==> src/design/kpib_pkg.sv <==
`timescale 1ns / 1ps

package kpib_pkg;

  // Field and register widths fixed by the interface.
  localparam int CMD_W      = 3;
  localparam int BASE_W     = 8;
  localparam int INDEX_W    = 23;
  localparam int DATA_W     = 64;
  localparam int STAT_W     = 2;
  localparam int CFG_IDX_W  = 3;
  localparam int CFG_DATA_W = 8;

  localparam int KMER_LEN_W  = 4;
  localparam int READ_LEN_W  = 8;
  localparam int STRIDE_W    = 4;
  localparam int BLK_CNT_W   = 5;
  localparam int BLK_STEP_W  = 7;
  localparam int COUNT_W     = 32;
  localparam int RNUM_W      = 48;

  // Block start is at most read_length - k * stride; a key position adds under (k + 1) * stride more.
  localparam int SPAN_W  = 11;
  localparam int START_W = 13;
  localparam int KST_W   = 9;
  localparam int LIM_W   = 16;

  // Command codes of an input item.
  typedef enum logic [CMD_W-1:0] {
    CMD_COUNT  = 3'd0,
    CMD_FINISH = 3'd1,
    CMD_PLACE  = 3'd2,
    CMD_RD_OFF = 3'd3,
    CMD_RD_POS = 3'd4
  } cmd_code_t;

  // Result status codes.
  localparam logic [STAT_W-1:0] STAT_OK   = 2'd0;
  localparam logic [STAT_W-1:0] STAT_LEN  = 2'd1;
  localparam logic [STAT_W-1:0] STAT_FULL = 2'd2;

  // Configuration register indexes.
  localparam logic [CFG_IDX_W-1:0] REG_KMER_LEN    = 3'd0;
  localparam logic [CFG_IDX_W-1:0] REG_READ_LENGTH = 3'd1;
  localparam logic [CFG_IDX_W-1:0] REG_STRIDE      = 3'd2;
  localparam logic [CFG_IDX_W-1:0] REG_BLOCK_COUNT = 3'd3;
  localparam logic [CFG_IDX_W-1:0] REG_BLOCK_STEP  = 3'd4;

  // Configuration values after reset.
  localparam logic [KMER_LEN_W-1:0] KMER_LEN_RST    = 4'd11;
  localparam logic [READ_LEN_W-1:0] READ_LENGTH_RST = 8'd64;
  localparam logic [STRIDE_W-1:0]   STRIDE_RST      = 4'd1;
  localparam logic [BLK_CNT_W-1:0]  BLOCK_COUNT_RST = 5'd2;
  localparam logic [BLK_STEP_W-1:0] BLOCK_STEP_RST  = 7'd5;

  // Largest valid nucleotide code.
  localparam logic [BASE_W-1:0] BASE_MAX = 8'd3;
  localparam logic [2:0]        BASE_BAD = 3'd4;

  typedef enum logic [4:0] {
    ST_CLEAR,
    ST_IDLE,
    ST_DECODE,
    ST_BASE,
    ST_EOR,
    ST_NBLK,
    ST_OVF,
    ST_BLK,
    ST_BUF_RD,
    ST_BUF_ACC,
    ST_TBL_RD,
    ST_TBL_WR,
    ST_FIN_RD,
    ST_FIN_WR,
    ST_FIN_END,
    ST_MEM_RD,
    ST_EMIT
  } fsm_state_t;

  // Commands from the controller to the datapath.
  typedef struct packed {
    logic clear;
    logic latch;
    logic decode;
    logic store_base;
    logic eor;
    logic nblk;
    logic ovf;
    logic blk;
    logic buf_rd;
    logic buf_acc;
    logic tbl_rd;
    logic tbl_wr;
    logic fin_rd;
    logic fin_wr;
    logic fin_end;
    logic mem_rd;
    logic emit;
  } ctrl_cmd_t;

  // Status from the datapath to the controller.
  typedef struct packed {
    logic      clr_done;
    cmd_code_t cmd;
    logic      last;
    logic      mismatch;
    logic      placing;
    logic      blk_more;
    logic      ovf;
    logic      blk_left;
    logic      key_done;
    logic      second;
    logic      fin_done;
    logic      out_free;
  } dp_stat_t;

endpackage

==> src/design/kpib_ctrl.sv <==
`timescale 1ns / 1ps

module kpib_ctrl (
  input  logic                clk,
  input  logic                rst,
  input  logic                in_valid,
  output logic                in_ready,
  input  kpib_pkg::dp_stat_t  stat,
  output kpib_pkg::ctrl_cmd_t cmd
);
  import kpib_pkg::*;

  fsm_state_t state;
  fsm_state_t state_next;

  // State register; reset starts the table clearing pass.
  always_ff @(posedge clk) begin
    if (rst) begin
      state <= ST_CLEAR;
    end else begin
      state <= state_next;
    end
  end

  // Next state.
  always_comb begin
    state_next = state;
    case (state)
      ST_CLEAR:   if (stat.clr_done) state_next = ST_IDLE;
      ST_IDLE:    if (in_valid) state_next = ST_DECODE;
      ST_DECODE: begin
        case (stat.cmd)
          CMD_COUNT, CMD_PLACE:   state_next = ST_BASE;
          CMD_FINISH:             state_next = ST_FIN_RD;
          CMD_RD_OFF, CMD_RD_POS: state_next = ST_MEM_RD;
          default:                state_next = ST_IDLE;
        endcase
      end
      ST_BASE:    state_next = stat.last ? ST_EOR : ST_IDLE;
      ST_EOR:     state_next = stat.mismatch ? ST_EMIT : ST_NBLK;
      ST_NBLK: begin
        if (!stat.blk_more) state_next = stat.placing ? ST_BLK : ST_OVF;
      end
      ST_OVF:     state_next = stat.ovf ? ST_EMIT : ST_BLK;
      ST_BLK:     state_next = stat.blk_left ? ST_BUF_RD : ST_EMIT;
      ST_BUF_RD:  state_next = stat.key_done ? ST_TBL_RD : ST_BUF_ACC;
      ST_BUF_ACC: state_next = ST_BUF_RD;
      ST_TBL_RD:  state_next = ST_TBL_WR;
      ST_TBL_WR:  state_next = stat.second ? ST_BLK : ST_BUF_RD;
      ST_FIN_RD:  state_next = stat.fin_done ? ST_FIN_END : ST_FIN_WR;
      ST_FIN_WR:  state_next = ST_FIN_RD;
      ST_FIN_END: state_next = ST_EMIT;
      ST_MEM_RD:  state_next = ST_EMIT;
      ST_EMIT:    if (stat.out_free) state_next = ST_IDLE;
      default:    state_next = ST_IDLE;
    endcase
  end

  // Command outputs.
  always_comb begin
    cmd      = '0;
    in_ready = 1'b0;
    case (state)
      ST_CLEAR:   cmd.clear = 1'b1;
      ST_IDLE: begin
        in_ready  = 1'b1;
        cmd.latch = in_valid;
      end
      ST_DECODE:  cmd.decode = 1'b1;
      ST_BASE:    cmd.store_base = 1'b1;
      ST_EOR:     cmd.eor = 1'b1;
      ST_NBLK:    cmd.nblk = 1'b1;
      ST_OVF:     cmd.ovf = 1'b1;
      ST_BLK:     cmd.blk = 1'b1;
      ST_BUF_RD:  cmd.buf_rd = 1'b1;
      ST_BUF_ACC: cmd.buf_acc = 1'b1;
      ST_TBL_RD:  cmd.tbl_rd = 1'b1;
      ST_TBL_WR:  cmd.tbl_wr = 1'b1;
      ST_FIN_RD:  cmd.fin_rd = 1'b1;
      ST_FIN_WR:  cmd.fin_wr = 1'b1;
      ST_FIN_END: cmd.fin_end = 1'b1;
      ST_MEM_RD:  cmd.mem_rd = 1'b1;
      ST_EMIT:    cmd.emit = 1'b1;
      default:    cmd = '0;
    endcase
  end

endmodule

==> config.mk <==
export PLATFORM = sky130hd
export DESIGN_NAME = kpib_ctrl
export DESIGN_NICKNAME = d
export VERILOG_FILES = /design/src/design/kpib_pkg.sv /design/src/design/kpib_ctrl.sv
export SDC_FILE = /design/constraint.sdc
export NUM_CORES = 1
export LEC_CHECK = 0
export BUFFER_PORTS_ARGS = -buffer_cell sky130_fd_sc_hd__buf_2
export CORE_UTILIZATION = 46
export DETAILED_ROUTE_END_ITERATION = 6
export PLACE_DENSITY = 0.81
export SLEW_MARGIN = 10
export SYNTH_ARGS = -nofsm -noshare
export SYNTH_HDL_FRONTEND = slang
export SYNTH_SLANG_ARGS = --single-unit
==> constraint.sdc <==
create_clock -name clk -period 3.63 [get_ports clk]
set_clock_uncertainty 0.15 [all_clocks]
set_input_delay 0.363 -clock clk [delete_from_list [all_inputs] [get_ports clk]]
set_output_delay 0.363 -clock clk [all_outputs]
set_load 0.02 [all_outputs]
==> results.json <==
{
  "cts_resized": 0,
  "synth_compound_area_share_pct": 26.31,
  "crit_arrival_ns": 1.82,
  "ctsLongestPathBuffers": 2,
  "cts_buffers": 3,
  "layout-drive-gt1-share_pct": 36.29,
  "min_from": "rst",
  "netlist_instances": 92,
  "hold_path_depth": 2,
  "critPathKind": "reg2out",
  "post-route-min-period_ns": 2.332,
  "grt_overflow": 0,
  "tightestPinTransition_ns": 0.6311,
  "post-route-util_pct": 67.62,
  "yosys.area.top_type": "dfxtp_1",
  "synth_top_area_share_pct": 16.06,
  "die_w_um": 38.81,
  "finalWeightedCongestion": 0.8987,
  "regMostFlops": "state",
  "synth_warnings": 0,
  "max_freq_ghz": 0.4287,
  "rows": 12,
  "drt_first_iter_violations": 20,
  "routed_via_density": 5.884,
  "grt_use_total_pct": 26.01,
  "cts.sinks": 5,
  "avgSynthCellArea_um2": 6.773,
  "htree_levels": 1,
  "area_delta_synth_final_pct": 28.71,
  "synthXorXnorAreaFrac_pct": 0,
  "start_util_pct": 52.53,
  "end_kind": "output pin",
  "slew_headroom_pct": 57.87,
  "ys_seq_area_share_pct": 16.06,
  "ys.flop_type": "dfxtp_1",
  "vias": 812,
  "drv_slew": 0,
  "hold_viol_final": 0,
  "period_share_pct": 64.25,
  "largest_register_ffs": 5,
  "status": "finished, final reports clean",
  "post-cts-setup-buffer-count": 0,
  "nFillCells": 120,
  "yosys.cell_types.count": 38,
  "synth-simple-area-share_pct": 44.58,
  "die_h_um": 38.81,
  "hold_buffers": 0,
  "synth_area_um2": 623.1,
  "worstPathRequired_ns": 3.12,
  "finalSetupTns_ns": 0,
  "num_antenna_cells": 0,
  "fin_nets": 142,
  "whs_ns": 0.1910,
  "drtAntennaViolNets": 0,
  "crit_fanout": 22,
  "boundaryPins": 35,
  "synth_top_family_by_area": "simple AND/OR/NAND/NOR gates",
  "total_power_w": 0.0001849,
  "coreArea_um2": 1186,
  "top_regs": "state: 5 flops",
  "synth_edf_count": 0,
  "die_area_um2": 1506,
  "muxShareOfSynthArea_pct": 5.020,
  "final_area_um2": 802.0,
  "ys_ff_latch": 5,
  "clk_pin_slew_ns": 0.04,
  "synth_nets": 109,
  "setup_viol": 0,
  "io_buffers": 34,
  "antenna_found_initial": 0,
  "synthTopCellsByArea": "dfxtp_1 (16%), nor2_1 (11%), o21ai_0 (5.6%), nand2b_1 (5.0%), nand2_1 (3.6%)",
  "worstReg2RegStart": "state[1]",
  "wl_per_cell_um": 12.62,
  "wirelength_mm": 1.741,
  "ys_async_sr_fraction_pct": 0,
  "rsz0062_at_grt": "false",
  "cp-start-kind": "flop",
  "firstDrtPassIters": 4,
  "drc": 0,
  "dp_hpwl_mm": 1.293,
  "grt_pass1_wl_mm": 2.766,
  "synth_fa_ha_area_share_pct": 0,
  "timing.rr.end": "state[0]",
  "r2r_slack_ns": 1.56,
  "clk-insertion-delay-late_ns": 0.24,
  "cts_tree": "built",
  "cts-root-buf": "clkbuf_4",
  "grt_pass1_vias": 671,
  "hold_path_end": "state[1]",
  "placed_cell_area_um2": 775.7,
  "min_path_type": "in2reg",
  "power_density_nw_per_um2": 230.6,
  "cap_violations": 0,
  "grt_max_degree": 23,
  "r2r_cells": 4,
  "irDropWorstVdd_v": 0.0001025,
  "p_leak_nw": 0.3710
}
[critical path, cell delays in order, from the launching register on]
cell	delay (ns)
dfxtp_1	0.71
or3b_4	0.48
nor3_2	0.17
buf_2	0.20
[cells in the mapped netlist, drive strengths merged, types with 2 or more instances]
library cell	count
a31oi	2
nor2	19
buf	5
nor3	3
nand3b	2
a21boi	2
nand2	6
or3	2
dfxtp	5
mux2i	2
inv	4
and3	2
a311oi	2
or3b	3
o21ai	8
nand2b	5
a21oi	4
[kinds of logic after synthesis]
group | count (synthesis)
and+or+nand+nor | 50
AOI/OAI and AO/OA | 24
buffers and inverters | 10
DFF | 5
muxes | 3
[per-layer routing]
metal | vias to the layer above | GRT usage, % | wire, um
met5 | - | 0 | 0
met4 | 0 | 9.483 | 12
met3 | 2 | 2.890 | 146
met2 | 49 | 42.92 | 824
met1 | 367 | 34.26 | 758
li1 | 394 | - | -
[layout by cell type, fill, tap and decap left out, types with 3 or more instances in the layout]
master	netlist	layout
a21oi_1	4	4
dfxtp_1	5	5
o21ai_0	7	7
buf_2	4	34
nand2_1	6	6
nand2b_1	5	5
nor2_1	19	19
clkbuf_4	0	3
inv_1	4	4
[power by group]
group / leakage, nW / switching [W] / internal (W)
registers: 0.0406 / 0.00000893 / 0.0000575
clock network: 0.0150 / 0.0000212 / 0.0000415
logic: 0.315 / 0.0000306 / 0.0000252
total: 0.371 / 0.0000608 / 0.000124
[stage by stage]
step,worst slack [ns],instances
floorplan,1.663,92
detailed placement,1.570,134
finish,1.298,138
global route,1.128,138
global placement,1.605,134
CTS,1.314,138
[layout make-up]
type                            count  area, um2  share of cell area [%]
Tap cell                           14      17.52                   2.184
Multi-Input combinational cell     77      473.0                   58.97
Sequential cell                     5      100.1                   12.48
Inverter                            4      15.01                   1.872
Timing Repair Buffer               34      170.2                   21.22
Clock buffer                        4      26.28                   3.276
[how the worst max path moves through the flow]
stage,to,cells past startpoint,slack (ns),from
2_1_floorplan,cmd[15],4,1.66,state[4]
5_1_grt,cmd[14],3,1.13,state[1]
6_report,cmd[14],3,1.30,state[1]
4_1_cts,cmd[14],3,1.31,state[1]
3_5_place_dp,cmd[14],3,1.57,state[1]
3_3_place_gp,cmd[14],3,1.60,state[1]
(Power assumes the default switching activity.)
